[src/hw/rtl/spq_pkg.sv]
// ----------------------------------------------------------------------------
// spq_pkg: shared types and constants for the sorted priority queue
// Field widths, command codes and the link record passed along the cell row.
// ----------------------------------------------------------------------------
`default_nettype none

package spq_pkg;

  localparam int DATA_W       = 32;
  localparam int POS_W        = 4;
  localparam int COUNT_W      = 5;
  localparam int CAPACITY_DEF = 16;

  // Command codes of the input beat
  typedef enum logic {
    CMD_INSERT = 1'b0,
    CMD_READ   = 1'b1
  } spq_cmd_t;

  // What one cell shows its right-hand neighbour (and the read mux)
  typedef struct packed {
    logic              valid;  // cell holds an entry
    logic              keep;   // entry stays ahead of the new one
    logic [DATA_W-1:0] data;
    logic [DATA_W-1:0] prio;
  } spq_link_t;

endpackage

`default_nettype wire

[src/hw/rtl/spq_cell.sv]
// ----------------------------------------------------------------------------
// spq_cell: one slot of the sorted queue
// Holds one entry, decides whether it stays ahead of an incoming entry, and on
// an insert either keeps its entry, takes the new one or takes its left
// neighbour's entry (shift back by one).
// ----------------------------------------------------------------------------
`default_nettype none

module spq_cell
  import spq_pkg::*;
(
  input  wire logic              clk,
  input  wire logic              rst_n,
  input  wire logic              shift_en,
  input  wire logic [DATA_W-1:0] new_data,
  input  wire logic [DATA_W-1:0] new_prio,
  input  wire spq_link_t         link_in,
  output spq_link_t              link_out
);

  logic              valid_r, valid_nxt;
  logic [DATA_W-1:0] data_r, data_nxt;
  logic [DATA_W-1:0] prio_r, prio_nxt;
  logic              ahead;

  // Stored entry stays ahead: lower priority, or equal priority with data >= new
  always_comb begin
    ahead = ($signed(prio_r) < $signed(new_prio)) ||
            ((prio_r == new_prio) && !($signed(data_r) < $signed(new_data)));
  end

  assign link_out.valid = valid_r;
  assign link_out.keep  = valid_r & ahead;
  assign link_out.data  = data_r;
  assign link_out.prio  = prio_r;

  // Keep, take new entry, or take the left neighbour's entry
  always_comb begin
    valid_nxt = valid_r;
    data_nxt  = data_r;
    prio_nxt  = prio_r;
    if (shift_en && !link_out.keep) begin
      if (link_in.keep) begin
        valid_nxt = 1'b1;
        data_nxt  = new_data;
        prio_nxt  = new_prio;
      end else begin
        valid_nxt = link_in.valid;
        data_nxt  = link_in.data;
        prio_nxt  = link_in.prio;
      end
    end
  end

  always_ff @(posedge clk) begin
    if (!rst_n) begin
      valid_r <= 1'b0;
    end else begin
      valid_r <= valid_nxt;
    end
  end

  // Payload, no reset
  always_ff @(posedge clk) begin
    data_r <= data_nxt;
    prio_r <= prio_nxt;
  end

endmodule

`default_nettype wire

[src/hw/rtl/sorted_priority_queue_insert.sv]
// ----------------------------------------------------------------------------
// sorted_priority_queue_insert: bounded sorted priority queue
// A row of CAPACITY compare-and-shift cells kept in ascending priority order.
// ----------------------------------------------------------------------------
// A beat accepted on start gives its result on the out_ ports with out_valid
// high in the very next cycle, and busy never rises, so a command may be
// issued in every cycle. An insert needs no sequencing: every cell compares
// its entry with the new one in parallel and shifts towards the tail at the
// same edge; a read picks one of the first min(CAPACITY, 16) cells through a
// mux. Results are shown for a single cycle and the receiver cannot stall
// them. An insert into a full queue is dropped and flagged on
// out_insert_refused.
`default_nettype none

module sorted_priority_queue_insert
  import spq_pkg::*;
#(
  parameter int CAPACITY = CAPACITY_DEF
) (
  input  wire logic              clk,
  input  wire logic              rst_n,
  input  wire logic              start,
  output logic                   busy,
  input  wire logic              in_cmd,
  input  wire logic [DATA_W-1:0] in_data_value,
  input  wire logic [DATA_W-1:0] in_prio,
  input  wire logic [POS_W-1:0]  in_position,
  output logic                   out_valid,
  output logic [DATA_W-1:0]      out_read_data,
  output logic [DATA_W-1:0]      out_read_prio,
  output logic                   out_read_valid,
  output logic [COUNT_W-1:0]     out_entry_count,
  output logic                   out_insert_refused
);

  localparam int CNT_W = $clog2(CAPACITY + 1);
  localparam int RD_N  = (CAPACITY < (1 << POS_W)) ? CAPACITY : (1 << POS_W);

  spq_link_t        links [CAPACITY+1];
  logic [CNT_W-1:0] count_r, count_nxt;
  logic             accept, is_insert, full, shift_en;
  spq_link_t        rd_sel;

  logic                 out_valid_r;
  logic [DATA_W-1:0]    rd_data_r, rd_prio_r;
  logic                 rd_valid_r, refused_r;
  logic [COUNT_W-1:0]   count_out_r;

  // Commands never stall
  assign busy      = 1'b0;
  assign accept    = start & ~busy;
  assign is_insert = (spq_cmd_t'(in_cmd) == CMD_INSERT);
  assign full      = (count_r == CNT_W'(CAPACITY));
  assign shift_en  = accept & is_insert & ~full;

  // Head of the row: the new entry always enters behind a virtual kept entry
  assign links[0].valid = 1'b1;
  assign links[0].keep  = 1'b1;
  assign links[0].data  = '0;
  assign links[0].prio  = '0;

  // Cell row
  for (genvar g = 0; g < CAPACITY; g++) begin : g_cell
    spq_cell u_cell (
      .clk      (clk),
      .rst_n    (rst_n),
      .shift_en (shift_en),
      .new_data (in_data_value),
      .new_prio (in_prio),
      .link_in  (links[g]),
      .link_out (links[g+1])
    );
  end

  // Entry count
  always_comb begin
    count_nxt = count_r;
    if (shift_en) begin
      count_nxt = count_r + CNT_W'(1);
    end
  end

  // Read mux over the positions reachable by in_position
  always_comb begin
    rd_sel = '0;
    for (int k = 0; k < RD_N; k++) begin
      if (in_position == POS_W'(k)) begin
        rd_sel = links[k+1];
      end
    end
  end

  // Control registers
  always_ff @(posedge clk) begin
    if (!rst_n) begin
      count_r     <= '0;
      out_valid_r <= 1'b0;
    end else begin
      count_r     <= count_nxt;
      out_valid_r <= accept;
    end
  end

  // Result beat registers
  always_ff @(posedge clk) begin
    if (accept) begin
      count_out_r <= COUNT_W'(count_nxt);
      if (is_insert) begin
        rd_data_r  <= '0;
        rd_prio_r  <= '0;
        rd_valid_r <= 1'b0;
        refused_r  <= full;
      end else begin
        rd_valid_r <= rd_sel.valid;
        rd_data_r  <= rd_sel.valid ? rd_sel.data : '0;
        rd_prio_r  <= rd_sel.valid ? rd_sel.prio : '0;
        refused_r  <= 1'b0;
      end
    end
  end

  assign out_valid          = out_valid_r;
  assign out_read_data      = rd_data_r;
  assign out_read_prio      = rd_prio_r;
  assign out_read_valid     = rd_valid_r;
  assign out_entry_count    = count_out_r;
  assign out_insert_refused = refused_r;

endmodule

`default_nettype wire

[config.mk]
export PLATFORM = sky130hd
export DESIGN_NAME = sorted_priority_queue_insert
export DESIGN_NICKNAME = d
export VERILOG_FILES = /design/src/hw/rtl/spq_pkg.sv /design/src/hw/rtl/spq_cell.sv /design/src/hw/rtl/sorted_priority_queue_insert.sv
export SDC_FILE = /design/constraint.sdc
export NUM_CORES = 2
export LEC_CHECK = 0
export ABC_AREA = 1
export BUFFER_PORTS_ARGS = -buffer_cell sky130_fd_sc_hd__buf_2
export CAP_MARGIN = 20
export CORE_UTILIZATION = 59
export CTS_BUF_LIST = sky130_fd_sc_hd__clkbuf_16
export DETAILED_ROUTE_END_ITERATION = 10
export PLACE_DENSITY = 0.86
export SYNTH_ARGS = -nofsm -noshare
export SYNTH_HDL_FRONTEND = slang
export SYNTH_SLANG_ARGS = --single-unit
[constraint.sdc]
create_clock -name clk -period 9.4 [get_ports clk]
set_input_delay 0.94 -clock clk [delete_from_list [all_inputs] [get_ports clk]]
set_output_delay 0.94 -clock clk [all_outputs]
set_load 0.005 [all_outputs]
==> Word-level counts from Yosys, hierarchy flattened <==
Index checks and enable logic that the tools add are counted.
{ "totals": {"reg_bits": 1117, "output_inout_bits": 73, "wordCells": 284} }
{ "op_classes": {"addsub": 1, "magnitude_cmp": 32, "eq_ne": 32, "mux": 62, "bitwise_logic": 20, "reduce_logical": 82} }
{ "ops": {"columns": ["op", "n"], "rows": [
  ["66-bit 2-to-1 mux", 16],
  ["32-bit < comparator", 32],
  ["32-bit 2-to-1 mux", 30],
  ["32-bit == test", 16],
  ["4-bit == test (second input constant)", 8],
  ["1-bit logical AND", 32],
  ["1-bit zero test", 32],
  ["1-bit bitwise AND", 18],
  ["4-bit by 3-bit == test with 1-bit output (second input constant)", 4],
  ["1-bit logical OR", 16],
  ["1-bit 2-to-1 mux", 15],
  ["4-bit by 2-bit == test with 1-bit output (second input constant)", 2],
  ["5-bit by 1-bit adder with 5-bit output (second input constant)", 1],
  ["5-bit == test (second input constant)", 1],
  ["5-bit 2-to-1 mux", 1],
  ["4-bit by 1-bit == test with 1-bit output (second input constant)", 1],
  ["4-bit zero test", 1],
  ["1-bit NOT", 2],
  ["2-bit AND reduction", 1]
]} }

==> Depth between registers and ports, before layout <==
{ "logic_depth": {"depth_word": 22, "depth_mapped": 22, "mapped_depth_nobuf": 20} }

==> Hierarchy <==
From an unflattened synthesis, not the netlist that was laid out.
{ "unflattened": {"hier_cells": 9863, "hier_area_um2": 79620.1} }
{ "by_module_without_submodules": {"columns": ["module", "instances", "cells_per_inst", "area_per_inst_um2", "seq_area_each_um2"], "rows": [
  ["spq_cell at g_cell[10].u_cell ...", 13, 482, 4274.1, 1941.9],
  ["sorted_priority_queue_insert", 1, 2138, 11133.2, 2252.2],
  ["spq_cell at g_cell[8].u_cell ...", 2, 488, 4325.4, 1941.9],
  ["spq_cell at g_cell[0].u_cell", 1, 483, 4272.8, 1941.9]
]} }

==> Worst setup path after synthesis <==
Ideal clock, no wire load.
{ "synth_timing": {"path_kind": "in2reg", "startpoint": "input in_prio[1]", "endpoint": "register g_cell[0].u_cell.data_r[0] (enable)", "arrival_time_ns": 6.045, "slack_ns": 2.848, "path_stages": 15, "n_path_buf": 2, "cell_sequence": "inv_1 > clkbuf_1 > ha_1 > inv_1 > nor2_1 > o21bai_1 > a21boi_0 > o21ai_0 > nand3_1 > nand2_1 > nand3b_1 > nand2_1 > nand2_1 > clkbuf_1 > a21oi_1"} }
{ "synth_between": {"elab_chain_cells": 6, "word_cells_on_any_way": 7} }
{ "synth_lines": {"columns": ["item", "line_no", "text"], "rows": [
  ["from (decl)", "sorted_priority_queue_insert.sv:26", "input wire logic [DATA_W-1:0] in_prio,"],
  ["branches (longest 2 deep; another with 32-bit < comparator)", null, null],
  ["1-bit logical OR (*)", "spq_cell.sv:28", "ahead = ($signed(prio_r) < $signed(new_prio)) ||"],
  ["1-bit bitwise AND (*)", "spq_cell.sv:33", "assign link_out.keep = valid_r & ahead;"],
  ["1-bit zero test (*)", "spq_cell.sv:42", "if (shift_en && !link_out.keep) begin"],
  ["1-bit logical AND (*)", "spq_cell.sv:42", null],
  ["to (signal assigned)", "spq_cell.sv:65", "data_r <= data_nxt;"],
  ["to (decl)", "spq_cell.sv:22", "logic [DATA_W-1:0] data_r, data_nxt;"]
]} }
Every way passes the cells marked *.
A chain may end at the register's enable or synchronous reset.

==> Worst setup path in the final report <==
{ "layout_timing": {"startpoint": "input in_prio[29]", "endpoint": "register g_cell[14].u_cell.data_r[11] (data pin)"} }
{ "layout_between": {"elab_chain_cells": 5, "word_cells_on_any_way": 6} }
{ "layout_lines": {"columns": ["item", "line_no", "text"], "rows": [
  ["branches (longest 2 deep; another with 32-bit < comparator)", null, null],
  ["1-bit logical OR (*)", "spq_cell.sv:28", null],
  ["1-bit bitwise AND (*)", "spq_cell.sv:33", null],
  ["32-bit 2-to-1 mux (*)", "spq_cell.sv:43", "if (link_in.keep) begin"],
  ["to (signal assigned)", "spq_cell.sv:65", null],
  ["to (decl)", "spq_cell.sv:22", null]
]} }
Marks and branches as above.

==> impl_metrics.ini <==
[grt]
grt_pass1_wl_mm = 311
antenna_violations_before_repair = 4
grt_usage = 0.295
grt_start_max_net_pins = 130
grt_pass1_vias = 60000
globalRoute.totalOverflow = 0

[timing]
totalNegativeSetupSlack_ns = 0
timing_worst_slew_pin_value_ns = 1.21
timing.max_slew.rel_slack = 0.190
finalHoldViolations = 0
finalClockSkew_ns = 0.0372
final.period_utilization = 0.475
max_freq_mhz = 224
rsz0062_at_grt = false
report.final.setup_viol = 0
timing.final.crit_period_ns = 4.46
maxSlewViolCount = 0
final_critical_path_setup_slack_ns = 4.94

[routing]
drt_drc_violations_left = 0
via_per_inst = 5.96
drt_wirelength_mm = 194
total_number_of_vias = 63500
routed_wire_length_per_instance_microns = 18.2
drtIter0Drc = 7033
residual_antenna_violating_net_count_after_detailed_routing = 0
firstDrtPassIters = 6

[die]
fp.coreArea_sq_mm = 0.128
die_w_microns = 360
design.die.area_sq_mm = 0.130
start_util = 0.595
fp-row-count = 131
pin_count = 145
chipHeight_microns = 360

[final_layout]
final_cells = 10700
layout_commonest_cell = sky130_fd_sc_hd__nand2_1
finalNetCount = 9970
post_route_cells_drive_above_1_share = 0.0575
area_growth_pct = 8.05
final_cell_area_sq_mm = 0.0819
final_cell_mix = sky130_fd_sc_hd__nand2_1 (2,692), sky130_fd_sc_hd__edfxtp_1 (1,095), sky130_fd_sc_hd__ha_1 (1,010)

[clock_tree]
clk-insertion-delay-late_ns = 0.78
htree_levels = 4
tritoncts = built
cts_root_buffer = sky130_fd_sc_hd__clkbuf_16
clock_sinks = 1117
ctsHoldBuffers = 0
number_of_buffers_on_the_longest_clock_path = 3
post_cts.repair.setup_buffers = 0
cts.clk_slew.worst_paths_ns = 0.06
cts-buffers-inserted = 133
post_cts.resized_instances = 0

[worst_hold_path]
holdPathStages = 1
hp-class = in2reg
hold_end = g_cell[0].u_cell.data_r[12]$_DFFE_PP_
worst_hold_startpoint = in_data_value[12]

[placed_design]
dpl_worst_slack_ns = 4.32
dpl.hpwl_mm = 145
finalWeightedCongestion = 0.918
dpl-instance-area_sq_mm = 0.0776
placed_cells_incl_taps = 10400
placement.io_buffers = 143

[yosys]
synthCells = 8900
synthArstFlopShare = 0
post_synth_edffs = 1095
ys_types = 44
yosysSeqAreaShare = 0.440
synth.ff_latch_count = 1117
syn-cell-area_sq_mm = 0.0758
synth-main-ff-cell = sky130_fd_sc_hd__edfxtp_1
synth_fp_nets = 9982
yosysWarningCount = 0
syn-mean-instance-area_sq_um = 8.52

[run_status]
outcome = finished, final reports clean

[worst_setup_path]
critPathKind = in2reg
rr_worst_depth = 12
data_required_time_at_the_worst_endpoint_ns = 9.87
ff2ff_setup_slack_ns = 5.32
critical_path.endpoint_type = flip-flop
critical_path_fanout_max = 96
critPathArrivalTime_ns = 4.93
worstSetupStartpointType = input port
reg2reg_start = g_cell[13].u_cell.prio_r[31]$_DFFE_PP_
rr_endpoint = g_cell[14].u_cell.data_r[11]$_DFFE_PP_

[power]
worst_ir_drop_vdd_uv = 214
power_density_mw_per_mm2 = 163
p_leak_nw = 36.7

[run]
max_cap_viol_count = 0
[critical path, cell delays in order]
cell and delay [ns]:
sky130_fd_sc_hd__buf_2 0.12, sky130_fd_sc_hd__inv_1 0.37, sky130_fd_sc_hd__buf_4 0.36, sky130_fd_sc_hd__ha_1 0.20
sky130_fd_sc_hd__nand2_1 0.06, sky130_fd_sc_hd__nor2_1 0.16, sky130_fd_sc_hd__nand4_1 0.13, sky130_fd_sc_hd__nor3_1 0.42
sky130_fd_sc_hd__nor4b_1 0.61, sky130_fd_sc_hd__nand3_1 0.30, sky130_fd_sc_hd__nand2_1 0.24, sky130_fd_sc_hd__nand2_4 0.23
sky130_fd_sc_hd__buf_4 0.41, sky130_fd_sc_hd__nand2_1 0.15, sky130_fd_sc_hd__o21ai_0 0.11
[final cells by class]
cell class,count,area [sq um]
Multi-Input combinational cell,6799,38400
Clock buffer,140,3500
Antenna cell,2,5.00
Inverter,579,2170
Fill cell,9803,45600
Sequential cell,1117,33300
Tap cell,1662,2080
Timing Repair Buffer,258,1700
Clock inverter,95,704
[routing by layer]
| metal | GRT usage | wire length [microns] | part of all wire |
|---|---|---|---|
| met5 | 0 | 29 | 0.00015 |
| met4 | 0.0971 | 5660 | 0.029 |
| met3 | 0.0457 | 19700 | 0.10 |
| met2 | 0.459 | 86000 | 0.44 |
| met1 | 0.421 | 82800 | 0.43 |
[flip-flops by register name, indices dropped and copies added, names as in the netlist]
register               count
count_r                    5
out_read_data             32
g_cell.u_cell.valid_r     16
out_entry_count            5
out_read_valid             1
g_cell.u_cell.prio_r     512
out_insert_refused         1
out_valid                  1
g_cell.u_cell.data_r     512
out_read_prio             32
[where the power goes]
part           total [W]  switching, W  internal (W)
Combinational    0.00224       0.00150      0.000739
Clock            0.00503       0.00210       0.00293
Sequential       0.00612      0.000224       0.00590
Total             0.0134       0.00383       0.00956
[synthesized netlist by cell type (15+ instances only)]
cell                          n  area share
sky130_fd_sc_hd__buf_2       92      0.0061
sky130_fd_sc_hd__a21oi_1    613       0.040
sky130_fd_sc_hd__inv_1      570       0.028
sky130_fd_sc_hd__nand3_1    264       0.017
sky130_fd_sc_hd__clkbuf_1   212       0.010
sky130_fd_sc_hd__nor3_1      31      0.0020
sky130_fd_sc_hd__nand4_1    220       0.018
sky130_fd_sc_hd__o21a_1      42      0.0042
sky130_fd_sc_hd__or2_2       18      0.0015
sky130_fd_sc_hd__ha_1      1010        0.17
sky130_fd_sc_hd__o211ai_1    23      0.0023
sky130_fd_sc_hd__o21ai_1    116      0.0077
sky130_fd_sc_hd__nor2_1     663       0.033
sky130_fd_sc_hd__dfxtp_1     22      0.0058
sky130_fd_sc_hd__buf_6       67       0.010
sky130_fd_sc_hd__nand2_1   2702        0.13
sky130_fd_sc_hd__nand3b_1    15      0.0015
sky130_fd_sc_hd__nor4_1      35      0.0029
sky130_fd_sc_hd__edfxtp_1  1095        0.43
sky130_fd_sc_hd__buf_4       27      0.0027
sky130_fd_sc_hd__o21ai_0    972       0.064
[worst max-delay path by stage]
stage / start / end
global route: in_prio[29] / g_cell[14].u_cell.data_r[12]$_DFFE_PP_
finish: in_prio[29] / g_cell[14].u_cell.data_r[11]$_DFFE_PP_
floorplan: in_prio[1] / g_cell[0].u_cell.data_r[0]$_DFFE_PP_
CTS: in_prio[29] / g_cell[14].u_cell.data_r[30]$_DFFE_PP_
detailed placement: in_prio[29] / g_cell[14].u_cell.data_r[26]$_DFFE_PP_
global placement: in_prio[29] / g_cell[14].u_cell.data_r[12]$_DFFE_PP_
[through the flow]
| step | utilization | power [W] | hold WS [ns] |
|---|---|---|---|
| floorplan | - | 0.00772 | 0.505 |
| global placement | 0.608 | 0.00822 | 0.524 |
| detailed placement | 0.608 | 0.00838 | 0.536 |
| CTS | 0.641 | 0.0134 | 0.328 |
| global route | 0.642 | 0.0140 | 0.354 |
| finish | 0.642 | 0.0134 | 0.365 |
[logic make-up after synthesis]
kind of cell             Yosys count  synth area share
AND/OR/NAND/NOR                 4000             0.215
buffers and inverters            984            0.0582
AO/OA/AOI/OAI                   1784             0.121
flip-flops                      1117             0.440
XOR/XNOR                           4          0.000462
adder cells (fa/ha/maj)         1010             0.167
other                              1         0.0000495
Note: power is estimated with default switching activity, not from simulation.
